`src/rtl/core/gaussian_blur_5x5_window_top_assert.svh`:
```
// Assertion macros for the 5x5 blur window block.
// Included by the top level and the result queue; clocked on aclk, reset by aresetn.
`ifndef GAUSSIAN_BLUR_5X5_WINDOW_TOP_ASSERT_SVH
`define GAUSSIAN_BLUR_5X5_WINDOW_TOP_ASSERT_SVH
`ifndef ASSERT_OFF
`define GBW_ASSERT(label, prop, msg) \
    label: assert property (@(posedge aclk) disable iff (!aresetn) (prop)) else $error(msg);
`define GBW_ASSERT_IMPL(label, ante, cons, msg) \
    label: assert property (@(posedge aclk) disable iff (!aresetn) (ante) |-> (cons)) \
        else $error(msg);
`else
`define GBW_ASSERT(label, prop, msg)
`define GBW_ASSERT_IMPL(label, ante, cons, msg)
`endif
`endif

```
`src/rtl/core/gbw_pkg.sv`:
```
// Shared types, constants and arithmetic helpers for the 5x5 blur window block.
// No dependencies.
package gbw_pkg;

    localparam int MAX_WIDTH_DEF  = 2048;
    localparam int MAX_HEIGHT_DEF = 2048;

    localparam int PIX_W     = 8;
    localparam int CHANNELS  = 3;
    localparam int RGB_W     = PIX_W * CHANNELS;
    localparam int LINES     = 4;
    localparam int LINE_W    = RGB_W * LINES;
    localparam int TAPS      = 5;
    localparam int DIM_W     = 12;
    localparam int COORD_W   = 11;
    localparam int CFG_IDX_W = 4;

    localparam int VSUM_W = 12;
    localparam int HSUM_W = 15;

    localparam int              RECIP_SHIFT = 22;
    localparam int              RECIP_W     = 16;
    localparam logic [RECIP_W-1:0] RECIP_100 = 16'd41944;

    localparam int MIN_DIM    = 5;
    localparam int EMIT_START = 4;
    localparam int CENTER_OFS = 2;

    localparam logic [DIM_W-1:0] WIDTH_RST  = 12'd640;
    localparam logic [DIM_W-1:0] HEIGHT_RST = 12'd480;

    localparam int FIFO_DEPTH = 8;

    typedef enum logic [CFG_IDX_W-1:0] {
        REG_IMAGE_WIDTH  = 4'd0,
        REG_IMAGE_HEIGHT = 4'd1
    } cfg_reg_t;

    typedef struct packed {
        logic [COORD_W-1:0] center_row;
        logic [COORD_W-1:0] center_col;
        logic [PIX_W-1:0]   red;
        logic [PIX_W-1:0]   green;
        logic [PIX_W-1:0]   blue;
        logic               frame_last;
    } result_t;

    // 1 2 4 2 1 weighted sum of five 8-bit samples
    function automatic logic [VSUM_W-1:0] vsum5(input logic [PIX_W-1:0] a,
                                                input logic [PIX_W-1:0] b,
                                                input logic [PIX_W-1:0] c,
                                                input logic [PIX_W-1:0] d,
                                                input logic [PIX_W-1:0] e);
        return VSUM_W'(a) + (VSUM_W'(b) << 1) + (VSUM_W'(c) << 2)
             + (VSUM_W'(d) << 1) + VSUM_W'(e);
    endfunction

    function automatic logic [HSUM_W-1:0] hsum5(input logic [VSUM_W-1:0] a,
                                                input logic [VSUM_W-1:0] b,
                                                input logic [VSUM_W-1:0] c,
                                                input logic [VSUM_W-1:0] d,
                                                input logic [VSUM_W-1:0] e);
        return HSUM_W'(a) + (HSUM_W'(b) << 1) + (HSUM_W'(c) << 2)
             + (HSUM_W'(d) << 1) + HSUM_W'(e);
    endfunction

    // exact floor(x / 100) for x < 25600 via reciprocal multiply
    function automatic logic [PIX_W-1:0] div100(input logic [HSUM_W-1:0] x);
        logic [HSUM_W+RECIP_W-1:0] prod;
        prod = (HSUM_W+RECIP_W)'(x) * (HSUM_W+RECIP_W)'(RECIP_100);
        return prod[RECIP_SHIFT +: PIX_W];
    endfunction

endpackage

```
`src/rtl/core/gbw_result_fifo.sv`:
```
// Result queue between the blur pipeline and the output channel.
// Depends on gbw_pkg and the assertion macro header.
`include "gaussian_blur_5x5_window_top_assert.svh"
module gbw_result_fifo
    import gbw_pkg::*;
#(
    parameter int DEPTH = FIFO_DEPTH
) (
    input  logic    aclk,
    input  logic    aresetn,
    input  logic    push,
    input  result_t push_data,
    input  logic    pop,
    output logic    head_valid,
    output result_t head_data
);

    localparam int PTR_W = (DEPTH > 1) ? $clog2(DEPTH) : 1;
    localparam int CNT_W = $clog2(DEPTH + 1);

    result_t            slot_reg [DEPTH];
    logic [PTR_W-1:0]   wr_ptr_reg, wr_ptr_next;
    logic [PTR_W-1:0]   rd_ptr_reg, rd_ptr_next;
    logic [CNT_W-1:0]   count_reg, count_next;

    always_comb begin
        wr_ptr_next = wr_ptr_reg;
        rd_ptr_next = rd_ptr_reg;
        count_next  = count_reg;
        if (push) begin
            wr_ptr_next = (32'(wr_ptr_reg) == DEPTH - 1) ? '0 : wr_ptr_reg + 1'b1;
        end
        if (pop) begin
            rd_ptr_next = (32'(rd_ptr_reg) == DEPTH - 1) ? '0 : rd_ptr_reg + 1'b1;
        end
        if (push && !pop) begin
            count_next = count_reg + 1'b1;
        end else if (!push && pop) begin
            count_next = count_reg - 1'b1;
        end
    end

    always_ff @(posedge aclk) begin
        if (!aresetn) begin
            wr_ptr_reg <= '0;
            rd_ptr_reg <= '0;
            count_reg  <= '0;
        end else begin
            wr_ptr_reg <= wr_ptr_next;
            rd_ptr_reg <= rd_ptr_next;
            count_reg  <= count_next;
        end
    end

    always_ff @(posedge aclk) begin
        if (push) begin
            slot_reg[wr_ptr_reg] <= push_data;
        end
    end

    assign head_valid = (count_reg != '0);
    assign head_data  = slot_reg[rd_ptr_reg];

    `GBW_ASSERT_IMPL(a_fifo_no_overflow, push && !pop, 32'(count_reg) < DEPTH, "result queue overflow")
    `GBW_ASSERT_IMPL(a_fifo_no_underflow, pop, count_reg != '0, "result queue underflow")

endmodule

```
`config.mk`:
```
export PLATFORM = sky130hd
export DESIGN_NAME = gbw_result_fifo
export DESIGN_NICKNAME = d
export VERILOG_FILES = /design/src/rtl/core/gbw_pkg.sv /design/src/rtl/core/gbw_result_fifo.sv
export VERILOG_INCLUDE_DIRS = /design/src /design/src/rtl/core
export SDC_FILE = /design/constraint.sdc
export NUM_CORES = 1
export LEC_CHECK = 0
export ABC_AREA = 1
export ABC_CLOCK_PERIOD_IN_PS = 4000
export BUFFER_PORTS_ARGS = -buffer_cell sky130_fd_sc_hd__buf_2
export CELL_PAD_IN_SITES_DETAIL_PLACEMENT = 0
export CELL_PAD_IN_SITES_GLOBAL_PLACEMENT = 1
export CORE_MARGIN = 3
export CORE_UTILIZATION = 49
export DETAILED_ROUTE_END_ITERATION = 8
export GPL_TIMING_DRIVEN = 0
export HOLD_SLACK_MARGIN = 0.03
export PLACE_DENSITY = 0.78
export SYNTH_ARGS = -nofsm -noshare
export SYNTH_HDL_FRONTEND = slang
export SYNTH_SLANG_ARGS = --single-unit
```
`constraint.sdc`:
```
create_clock -name aclk -period 4 [get_ports aclk]
set_input_delay 0.4 -clock aclk [delete_from_list [all_inputs] [get_ports aclk]]
set_output_delay 0.4 -clock aclk [all_outputs]
set_load 0.03 [all_outputs]
```
; Word level (Yosys, flattened, before mapping)
; Memory sizes are Yosys's and may differ from the RTL's. A register that Yosys moved wholly into a read port is not among the register bits.
; Cells that the tools add are included.
[totals]
ff_bits = 10
latchBits = 0
ram_bits = 376
mem_bits_ro = 0
input_bits = 51
out_inout_bits = 48
wordCells = 24
n_memories = 1
[classes]
addsub = 4
mul = 0
div_mod_pow = 0
n_lt_le_gt_ge = 0
eq_ne = 2
shift = 0
muxes = 8
n_bitwise = 0
reduce_logical = 6
[memory_table]
columns = name, depth, width, rd, rd_ports_with_merged_regs, write_ports, line_no
row1 = slot_reg, 8, 47, 1, 1, 1, gbw_result_fifo.sv:21  ; result_t slot_reg [DEPTH];
[op_table]
columns = operator, count
row1 = 2-to-1 mux 3 bit, 4
row2 = 2-to-1 mux 4 bit, 2
row3 = adder 3 x 1 -> 3 bit (second input constant), 2
row4 = == test 3 bit (second input constant), 2
row5 = adder 4 x 1 -> 4 bit (second input constant), 1
row6 = nonzero test 4 bit, 1
row7 = subtractor 4 x 1 -> 4 bit (second input constant), 1
row8 = logical AND 1 bit, 2
row9 = zero test 1 bit, 2
row10 = 2-to-1 mux 1 bit, 2
row11 = nonzero test 2 bit, 1

; Logic depth before layout (Yosys ltp)
; Gate-level depths: netlist (run 1).
[logic_depth]
depth_word = 4
depth_mapped = 11

; Worst setup path after synthesis (run 1)
; Ideal clock, no wire load.
[synth_timing]
kind = input port to flip-flop
from = input port push
to = memory slot_reg[1][0] (netlist name) (enable)
setup_ps = 452
arrival_ps = 2501
t_required_ps = 3548
slack_ps = 1047
cell_stages = 2
path_buffers = 0
cell_sequence = nand2_1 > nor2_1
[synth_between]
elab_chain_len = 2
[synth_lines]
columns = item, line_no
row1 = from (decl), gbw_result_fifo.sv:11  ; input logic push,
row2 = 2-to-1 mux 1 bit, gbw_result_fifo.sv:56  ; if (push) begin
row3 = 2-to-1 mux 1 bit (not written as such), gbw_result_fifo.sv:57  ; slot_reg[wr_ptr_reg] <= push_data;
row4 = to (decl), gbw_result_fifo.sv:21
; No other way between the ends.

==> results.md, run 1 <==
- The final number of hold-violating endpoints is 0.
- The analysis attributes to cell leakage a power of 6.841 nW.
- The library cell with the largest summed area after synthesis is sky130_fd_sc_hd__edfxtp_1.
- The number of clock sinks is 389.
- For this run, asynchronously set or reset flops after synthesis account for 0%.
- The unique cell type count in the Yosys netlist is 22.
- The largest individual stage delay along the critical path comes from the cell sky130_fd_sc_hd__buf_1.
- The half-perimeter wire length after placement is 23020 um.
- The layout overhead on the synthesized area is 16.97%.
- The setup violation total in the final timing report is 0.
- Walking the worst path, the cells encountered are clkbuf_1 > buf_1 > nand2_1 > nand2_1 > buf_2.
- The number of flip-flops in the largest register is 376.
- The overflow left after global routing is 0.
- In this run the horizontal extent of the chip is 184.6 um.
- For this run, the register share of the synthesized area comes to 73.88%.
- The netlist area before placement is 15630 um^2.
- STA puts the critical path data required time at 3.60 ns.
- The relative max-transition margin is 43.27%.
- The transition time of the tightest slew-check pin is 0.8490 ns.
- The TritonCTS clock tree is yes.
- The register cell area after layout is 11550 um^2.
- Routability-driven placement finished with a final weighted congestion of 0.7652.
- The proportion of layout cells with a drive suffix above 1 is 15.42%.
- For this run, global-route usage on met1 was measured as 27.88%.
- STA classifies the critical path startpoint as a flip-flop.
- The floorplan step defined a die boundary enclosing 34090 um^2.
- The critical setup path kind is reg -> out.
- The largest stage delay on the critical path is 0.56 ns.
- The worst register-to-register path begins at wr_ptr_reg[0].
- The met3 track demand over resource in global routing is 3.414%.
- Along the worst path, the maximum fanout reaches 10.
- The multi-input logic area is 3637 um^2.
- Dividing the final minimum period by the clock period gives 72.40%.
- The dominant cell by count in the synthesized netlist is sky130_fd_sc_hd__nor2_1.
- The cell count after synthesis came out at 1340.
- The post-cts resize count is 0.
- The total setup buffers inserted after CTS is 0.
- The site row count is 64.
- The wire length of the first global-routing pass is 53750 um.
- The kind of cell with the highest combined delay along the critical path is buffers and inverters.
- For this configuration, the core starts out at a cell density of 50.45%.
- Global routing used 20.85% of the available tracks.
- Ranked by total cell area, the synthesized netlist is headed by sky130_fd_sc_hd__edfxtp_1 (72%), sky130_fd_sc_hd__nor2_1 (9.4%), sky130_fd_sc_hd__nand2_1 (6.1%).
- The count of routing violations after the opening detailed-route iteration is 621.
- The internal reg-to-reg setup slack is 2.04 ns.
- Across the VDD grid, the largest voltage drop is 0.0004392 V.
- The worst hold slack is 0.1485 ns.
- Buffers placed on the I/O ports in this run total 98.
- The height of the chip is 184.6 um.
- The worst-case clock skew is 0.008982 ns.
- The number of nets in the synthesized netlist is 1399.
- Using the TritonRoute via totals, the vias-per-cell ratio works out to 5.085.
- The final max-slew violation count is 0.
- The routing layer with the top usage in global route is met2.
- The number of buffers inserted by hold repair at cts is 0.
- The share of synthesized area in the top cell type comes to 72.22%.
- For the final routed database, the setup TNS stands at 0 ns.
- The maximum operating frequency is 345.3 MHz.
- The level count of the clock H-tree is 2.
- The endpoint of the worst-slack reg-to-reg timing path is slot_reg[3][35].
- The longest clock path from root to sink contains 3 buffers.
- The prevailing post-synth register cell is sky130_fd_sc_hd__edfxtp_1.
- STA classifies the critical path endpoint as an output pin.
- Dividing the synthesized area by the synthesized cell count gives 11.67 um^2.
- In the final routed layout, each cell accounts on average for 18.51 um.
- The number of global-route vias before repair came to 9499.
- The depth of the worst register-to-register path is 3.
- The clock edge transition at the registers on the reported setup and hold paths is 0.06 ns.
- The region available for standard cell placement spans 30990 um^2.
- The arrival time at the worst endpoint is 2.50 ns.
- Counting instances, the worst hold path has a depth of 2.
- The number of antenna violations at the first check in global routing is 4.
- Entering global routing, the biggest net connects 27 pins.
- Counting both buffers and inverters, the worst setup path holds a total of 3.
- Across the run, the number of max-cap violations was 0.
- The met2 capacity usage during global routing is 35.77%.
- For the worst-skew pair, the clock arrives at the later sink with an insertion delay of 0.52 ns.
- For the finished layout, the period the worst path requires is 2.896 ns.
- The critical path's most frequent cell is sky130_fd_sc_hd__nand2_1.
- Counting flops and latches in the post-synthesis netlist gives 389.
- The number of inserted filler cells in the final layout is 2506.
- Setup repair after global routing left no endpoint under its margin.
- The sum of routed wire length over all layers is 35580 um.
- The pre-antenna-repair detailed-routing pass consisted of 5 iterations.
- TritonCTS created 40 clock buffers.
- The run finished with clean final reports.
- The origin of the worst min-delay path is pop.
- The cell at the root of the clock tree is sky130_fd_sc_hd__clkbuf_16.
- The total via count after detailed routing is 9773.
- Counting instances in the post-synthesis netlist gives the leading cell types as sky130_fd_sc_hd__nor2_1 (392), sky130_fd_sc_hd__edfxtp_1 (376), sky130_fd_sc_hd__nand2_1 (253).
- Dividing total power by cell area gives a power density of 508.1 nW/um^2.
- For this run, design rule violations remaining after detail routing come to 0.
- The yosys synthesis warning count is 0.
- The number of flops mapped to enable cells by yosys is 376.
- The number of routed nets with antenna violations is 0.
- In the final design database the tool counted 1553 nets.
- The worst hold path belongs to the class in -> reg.
- In this run the count of I/O pins placed on the die edge is 99.
worst reg2reg max path, delay by kind of cell, from the launching register on:
| kind | cells | cell delay [ns] |
|---|---|---|
| flops | 1 | 0.35 |
| simple gates | 2 | 0.98 |
| buf+inv | 1 | 0.30 |
power breakdown:
group	switching [mW]	internal, mW	leakage, nW
Sequential	0.0287	4.58	3.52
Combinational	0.766	0.318	2.71
Clock	1.49	2.10	0.607
Total	2.29	7.00	6.84
cells in the final DEF (no fill, tap or decap), drive strengths merged:
| master | n |
|---|---|
| nor2 | 392 |
| edfxtp | 376 |
| nand2 | 253 |
| o21ai | 193 |
| buf | 164 |
| clkbuf | 71 |
| inv | 18 |
| dfxtp | 13 |
| clkinv | 12 |
| a21oi | 7 |
| ha | 7 |
| clkinvlp | 6 |
| nand3 | 5 |
| bufinv | 3 |
| diode | 2 |
| a211oi | 1 |
| xor2 | 1 |
| or2 | 1 |
| fa | 1 |
worst max path at each step:
stage	start	endpoint	slack (ns)	depth (start not counted)
2_1_floorplan	push	slot_reg[1][0]	1.05	2
3_3_place_gp	push	slot_reg[1][33]	-0.98	3
6_report	flip-flop	head_data[23]	1.10	5
3_5_place_dp	flip-flop	head_data[19]	1.62	6
5_1_grt	flip-flop	head_data[19]	0.92	6
4_1_cts	flip-flop	head_data[19]	1.06	6
layout make-up:
type | count | share of cell area [%]
Inverter | 18 | 0.3831
Multi-Input combinational cell | 861 | 19.89
Tap cell | 396 | 2.709
Antenna cell | 2 | 0.02737
Clock inverter | 21 | 1.108
Timing Repair Buffer | 112 | 4.461
Buffer | 72 | 2.388
Sequential cell | 389 | 63.16
Clock buffer | 51 | 5.870
cells by family after synthesis:
group	share of synthesized area (%)
adder cells (fa/ha/maj)	0.6882
buffers and inverters	3.241
XOR/XNOR	0.05603
flip-flops	73.88
AND/OR/NAND/NOR	15.69
AO/OA/AOI/OAI	6.450
per-layer routing:
layer	part of all wire (%)	vias to the layer above	wire length [um]
met5	0.098	-	35
met3	5.3	69	1898
met4	2.3	6	811
li1	-	4890	-
met2	49	238	17290
met1	44	4570	15540
per-stage QoR:
stage | utilization (%) | worst slack (ns) | area [um^2] | std cells | total power [mW]
after floorplan | - | 1.047 | 15640 | 1340 | 5.391
after global placement | 53.63 | -0.9817 | 16620 | 1834 | 5.754
after detailed placement | 54.88 | 1.622 | 17010 | 1848 | 5.792
after CTS | 59.00 | 1.060 | 18280 | 1920 | 9.365
after global routing | 59.00 | 0.9239 | 18290 | 1921 | 9.646
final | 59.01 | 1.104 | 18290 | 1922 | 9.291
No activity file was read; power rests on OpenSTA's default activity.
==> inputs of run 2 (changes only) <==
Settings changed: ABC_CLOCK_PERIOD_IN_PS 4000 to 2850.
Clock period 4 ns to 2.85 ns, I/O delays scaled along.
==> results.md, run 2 (synthesis gave the netlist of run 1 again) <==
- Setup repair after global routing left no endpoint under its margin.
- The largest individual stage delay along the critical path comes from the cell sky130_fd_sc_hd__clkbuf_1.
- The overall die area is 34090 um^2 (unchanged).
- The register cell area after layout is 11550 um^2 (unchanged).
- The startpoint type of the worst setup path is a flip-flop.
- The total clock buffers created by CTS is 40 (unchanged).
- The TritonCTS clock tree is yes.
- The largest fanout on the critical path is 10 (unchanged).
- The proportion of layout cells with a drive suffix above 1 came to 15.34% (-0.075 points).
- The final number of hold-violating endpoints is 0 (unchanged).
- The I/O pin count was 99 (unchanged).
- Timing would allow up to 365.1 MHz.
- The number of antenna violations at the first check in global routing is 1 (-3).
- Traced cell by cell, the critical path runs through clkbuf_1 > clkbuf_1 > nand2_1 > nand2_1 > buf_2.
- The die span in x is 184.6 um (unchanged).
- The final period demand of the worst path is 2.739 ns.
- The total via count after detailed routing is 9850 (+0.79%).
- The level count of the clock H-tree is 2 (unchanged).
- The count of nets after finishing is 1567 (+0.90%).
- The number of global-route vias before repair was 9575 (+0.80%).
- The worst path uses 96.09% of the clock period.
- The placeable core region came to 30990 um^2 (unchanged).
- The overflow left after global routing is 0 (unchanged).
- The transition time of the tightest slew-check pin was 0.8423 ns (-0.006615 ns).
- The cell at the root of the clock tree is sky130_fd_sc_hd__clkbuf_16.
- The multi-input logic area was 3637 um^2 (unchanged).
- The number of inserted filler cells in the final layout is 2490 (-0.64%).
- The nature of the critical path endpoint is an output pin.
- The commonest non-fill, non-tap cell in the layout is sky130_fd_sc_hd__nor2_1.
- The setup TNS after final layout came to 0 ns (unchanged).
- The number of flip-flops in the largest register is 376 (unchanged).
- The number of clock sinks was 389 (unchanged).
- The half-perimeter wire length after placement is 23020 um (unchanged).
- The pin count of the biggest net entering global routing was 27 (unchanged).
- The wire length of the first global-routing pass is 53960 um (+0.40%).
- The critical setup path kind is reg -> out.
- The site row count came to 64 (unchanged).
- The cell class contributing the biggest share of worst-path delay is buffers and inverters.
- The final max-slew violation count is 0 (unchanged).
- The worst-case clock skew was 0.008895 ns (-0.00008754 ns).
- The maximum vdd drop is 0.0006182 V (+41%).
- The total inserted antenna cells is 0 (-2).
- The total global routing track utilization is 20.90% (+0.043 points).
- The share of the core filled with cells in the final layout is 59.47% (+0.46 points).
- The sum of routed wire length over all layers is 35630 um (+0.14%).
- The largest stage delay on the critical path is 0.56 ns (about the same).
- The via-per-instance ratio is 5.093 (+0.16%).
- The layout overhead on the synthesized area is 17.88%.
- The per-cell routed wire length is 18.42 um (-0.48%).
- The number of input and output port buffers inserted is 98 (unchanged).
- The classification of the worst-slack hold path is in -> reg.
- The number of buffers on the longest clock path came to 3 (unchanged).
- The cell area power density is 708.6 nW/um^2 (+39%).
- The flow ran to the end, and the final reports show no timing, DRC or antenna violations.
- The leakage power was 6.906 nW (+0.95%).
- In the layout the commonest cells are sky130_fd_sc_hd__nor2_1 (384), sky130_fd_sc_hd__edfxtp_1 (376), sky130_fd_sc_hd__nand2_1 (253).
- The post-route DRC violation count is 0 (unchanged).
- The arrival time at the worst endpoint was 2.45 ns (-0.05 ns).
- The number of routed nets with antenna violations is 0 (unchanged).
- The relative max-transition margin came to 43.71% (+0.44 points).
- The required time of the critical path is 2.57 ns (-1.03 ns).
- The count of routing violations after the opening detailed-route iteration was 582 (-6.3%).
- The global placement routability congestion is 0.7652 (unchanged).
- The setup violation total in the final timing report is 0 (unchanged).
- The first-pass iteration count of the detailed router is 5 (unchanged).
- The later-pin clock latency in the skew report was 0.52 ns (about the same).
- The number of violations of the max-capacitance limit is 0 (unchanged).
- The buffering stage count on the worst path with inverters included came to 3 (unchanged).
- The clock edge transition at the registers on the reported setup and hold paths came to 0.06 ns (about the same).
- The height of the chip is 184.6 um (unchanged).
- The overall power came to 13.06 mW (+41%).
- The initial standard-cell utilization of the core is 50.45% (unchanged).
## run 2: changes by cell type in the layout (fill, tap and decap cells not counted)
cell / before / now
sky130_fd_sc_hd__buf_1: 1 / 0
sky130_fd_sc_hd__diode_2: 2 / 0
sky130_fd_sc_hd__clkbuf_1: 28 / 27
sky130_fd_sc_hd__clkbuf_2: 1 / 2
sky130_fd_sc_hd__dlygate4sd3_1: 0 / 15
## run 2: power by group
part | internal (mW) | switching [mW] | total (mW)
Sequential | 6.43 | 0.0401 | 6.47
Combinational | 0.460 | 1.08 | 1.54
Clock | 2.95 | 2.09 | 5.05
Total | 9.84 | 3.22 | 13.1
## run 2: what timing repair did
item | 4_1_cts | 5_1_grt
hold endpoints to repair | 88 | 0
buffers inserted | 0 | 0
hold buffers | 15 | 0
gates resized for setup | 0 | 1
endpoints found under the setup margin | 0 | 16
## run 2: path summary, 6_finish.rpt
check                 from               to  slack, ns  cells past startpoint
min reg2reg  wr_ptr_reg[0]    wr_ptr_reg[0]       0.49                      2
max reg2reg  wr_ptr_reg[0]  slot_reg[3][32]       0.89                      3
min           push_data[6]   slot_reg[4][6]       0.05                      1
max              flip-flop    head_data[30]       0.11                      5
## run 2: through the flow
stage	instance area (um^2)	std cells	hold WS, ns	setup slack (ns)
final	18430	1934	0.05020	0.1114
after global routing	18430	1934	0.04358	0.05952
after CTS	18430	1935	0.03002	0.02493
after detailed placement	17010	1848	0.4825	0.5875
after global placement	16620	1834	0.4796	-2.017
after floorplan	15640	1340	0.3839	-0.05105
## run 2: layer usage
layer  share of wire (%)  global-route usage [%]
met3                 5.2                   3.197
met5               0.020                       0
met4                 2.2                   5.942
met1                  44                   28.16
met2                  49                   35.67
## run 2: worst register-to-register path, cell delays in order (launching register included)
cell                      delay [ns]
sky130_fd_sc_hd__dfxtp_1        0.35
sky130_fd_sc_hd__nand2_1        0.26
sky130_fd_sc_hd__nor2_4         0.72
sky130_fd_sc_hd__buf_12         0.30
## run 2: area by class of cell
class | count | area share, %
Clock inverter | 21 | 1.100
Clock buffer | 51 | 5.825
Timing Repair Buffer | 127 | 5.241
Sequential cell | 389 | 62.67
Inverter | 18 | 0.3802
Tap cell | 396 | 2.688
Buffer | 71 | 2.356
Multi-Input combinational cell | 861 | 19.74
==> inputs of run 3 (changes only) <==
Settings changed: ABC_CLOCK_PERIOD_IN_PS 2850 to 2720.
Clock period 2.85 ns to 2.72 ns, I/O delays scaled along.
==> results.md, run 3 (synthesis gave the netlist of run 1 again) <==
- The number of inserted filler cells in the final layout is 2485 (-0.20%).
- The first-pass iteration count of the detailed router came to 5 (unchanged).
- The power spent charging and discharging nets was 3.365 mW (+4.6%).
- The final period demand of the worst path is 2.538 ns.
- The number of global-route vias before repair is 9610 (+0.37%).
- The flow ran to the end, and the final reports show no timing, DRC or antenna violations.
- The required time of the critical path is 2.45 ns (-0.12 ns).
- The startpoint type of the worst setup path is a flip-flop.
- The count of nets after finishing is 1578 (+0.70%).
- The I/O pin count was 99 (unchanged).
- The power share of the clock group came to 38.6% (about the same).
- The initial standard-cell utilization of the core was 50.45% (unchanged).
- The transition time of the tightest slew-check pin is 0.8309 ns (-0.01147 ns).
- The cell area power density was 738.3 nW/um^2 (+4.2%).
- The half-perimeter wire length after placement is 23020 um (unchanged).
- Leaving out fill and tap cells, the most frequent cells in the layout are sky130_fd_sc_hd__nor2_1 (384), sky130_fd_sc_hd__edfxtp_1 (376), sky130_fd_sc_hd__nand2_1 (253).
- The share of the core filled with cells in the final layout is 59.84% (+0.36 points).
- Setup repair after global routing left no endpoint under its margin.
- The buffering stage count on the worst path with inverters included is 4 (+1).
- The clock edge transition at the registers on the reported setup and hold paths is 0.06 ns (about the same).
- The commonest non-fill, non-tap cell in the layout is sky130_fd_sc_hd__nor2_1.
- Of the available clock period, the critical path in the final layout requires 93.30%.
- The cell at the root of the clock tree is sky130_fd_sc_hd__clkbuf_16.
- The count of routing violations after the opening detailed-route iteration is 636 (+9.3%).
- The cell-internal power is 10.33 mW (+4.9%).
- The post-route non-filler standard cell count is 1945 (+0.57%).
- The logic gate share of total power is 11.9% (about the same).
- The critical setup path kind is reg -> out.
- The total inserted antenna cells came to 0 (unchanged).
- The later-pin clock latency in the skew report is 0.52 ns (about the same).
- The largest fanout on the critical path is 10 (unchanged).
- The placeable core region is 30990 um^2 (unchanged).
- The global placement routability congestion came to 0.7652 (unchanged).
- The number of routed nets with antenna violations is 0 (unchanged).
- The critical path's most frequent cell is sky130_fd_sc_hd__nand2_1.
- The number of clock sinks is 389 (unchanged).
- The number of input and output port buffers inserted is 98 (unchanged).
- The TritonCTS clock tree is yes.
- The height of the chip is 184.6 um (unchanged).
- The overall die area is 34090 um^2 (unchanged).
- The overflow left after global routing is 0 (unchanged).
- The die span in x is 184.6 um (unchanged).
- The via-per-instance ratio is 5.073 (-0.39%).
- The final number of hold-violating endpoints was 0 (unchanged).
- Static timing analysis puts the maximum clock frequency at 394.0 MHz.
- The number of buffers on the longest clock path is 3 (unchanged).
- The number of placed instances, taps included is 1848 (unchanged).
- The wire length of the first global-routing pass is 54100 um (+0.26%).
- The sequential share of power is 49.5% (about the same).
- The final max-slew violation count was 0 (unchanged).
- The sum of routed wire length over all layers came to 35770 um (+0.39%).
- The total clock buffers created by CTS came to 40 (unchanged).
- The site row count is 64 (unchanged).
- The switching power as a share of total power was 24.58% (-0.044 points).
- The arrival time at the worst endpoint came to 2.27 ns (-0.18 ns).
- The worst-case clock skew came to 0.008846 ns (-0.00004819 ns).
- The relative max-transition margin came to 44.48% (+0.77 points).
- The proportion of layout cells with a drive suffix above 1 is 15.36% (+0.020 points).
- Among all stages on the critical path, the largest delay is contributed by sky130_fd_sc_hd__clkbuf_1.
- The maximum vdd drop was 0.0006470 V (+4.7%).
- The pin count of the biggest net entering global routing came to 27 (unchanged).
- The nature of the critical path endpoint is an output pin.
- The total setup buffers inserted after CTS is 0 (unchanged).
- Relative to the synthesized area, the layout overhead comes to 18.60%.
- The total global routing track utilization is 20.94% (+0.043 points).
- The internal reg-to-reg setup slack is 0.76 ns (-0.13 ns).
- The total via count after detailed routing is 9867 (+0.17%).
- The number of violations of the max-capacitance limit is 0 (unchanged).
- The overall power is 13.69 mW (+4.8%).
- Walking the worst path, the cells encountered are buf_4 > inv_4 > clkbuf_1 > o21ai_0 > nand2_1 > nand2_1 > nand2_1 > buf_2.
- The setup violation total in the final timing report is 0 (unchanged).
- The post-route DRC violation count is 0 (unchanged).
- The classification of the worst-slack hold path is in -> reg.
- The cell class contributing the biggest share of worst-path delay is buffers and inverters.
- The level count of the clock H-tree came to 2 (unchanged).
- The number of flip-flops in the largest register is 376 (unchanged).
- The leakage power was 6.958 nW (+0.76%).
- The per-cell routed wire length is 18.39 um (-0.18%).
- The largest stage delay on the critical path came to 0.44 ns (-0.12 ns).
- The number of antenna violations at the first check in global routing was 0 (-1).
[run 3: cell count changes in the layout (fill, tap and decap cells not counted)]
cell,delta
sky130_fd_sc_hd__buf_2,+1
sky130_fd_sc_hd__clkbuf_1,-2
sky130_fd_sc_hd__clkbuf_2,+1
sky130_fd_sc_hd__dlygate4sd3_1,+11
[run 3: worst paths after layout]
check,end,cells after the start,from
max reg2reg,slot_reg[3][32],3,wr_ptr_reg[0]
max,head_data[0],8,flip-flop
min reg2reg,wr_ptr_reg[0],2,wr_ptr_reg[0]
min,slot_reg[0][18],1,push_data[18]
[run 3: power by group through the flow]
stage	logic (mW)	clock network [mW]	registers, mW
floorplan	1.02	0	6.91
global placement	1.54	0	6.93
detailed placement	1.61	0	6.91
CTS	1.65	5.38	6.78
global route	1.79	5.63	6.79
finish	1.63	5.28	6.78
[run 3: final cells by class]
| type | instances | area, um^2 | area share (%) |
|---|---|---|---|
| clock buffer | 51 | 1074 | 5.789 |
| sequential | 389 | 11550 | 62.29 |
| multi-input combinational | 861 | 3637 | 19.62 |
| inverter | 18 | 70.07 | 0.3779 |
| clock inverter | 21 | 202.7 | 1.093 |
| tap | 396 | 495.5 | 2.672 |
| buffer | 71 | 436.7 | 2.355 |
| timing repair buffer | 138 | 1076 | 5.803 |
[run 3: what timing repair did]
item	in CTS	in global routing
gates resized for setup	2	2
hold buffers	26	0
setup endpoints to repair	14	12
cloned	0	0
pin swaps	0	0
hold endpoints to repair	190	0
[run 3: routing by layer]
metal | vias to the layer above | wire length [um] | GRT usage [%]
met5 | - | 0 | 0
met4 | 0 | 762 | 5.942
met3 | 58 | 1909 | 3.118
met2 | 261 | 17450 | 35.77
met1 | 4609 | 15650 | 28.26
li1 | 4939 | - | -
[run 3: stage by stage]
| step | hold slack (ns) | TNS (ns) | setup WS [ns] | cell area, um^2 |
|---|---|---|---|---|
| final | 0.04081 | 0 | 0.1821 | 18540 |
| after global routing | 0.04232 | 0 | 0.02012 | 18540 |
| after CTS | 0.03086 | 0 | 0.01528 | 18540 |
| after detailed placement | 0.4825 | 0 | 0.4705 | 17010 |
| after global placement | 0.4796 | -754.39 | -2.134 | 16620 |
| after floorplan | 0.3709 | -65.33 | -0.1810 | 15640 |
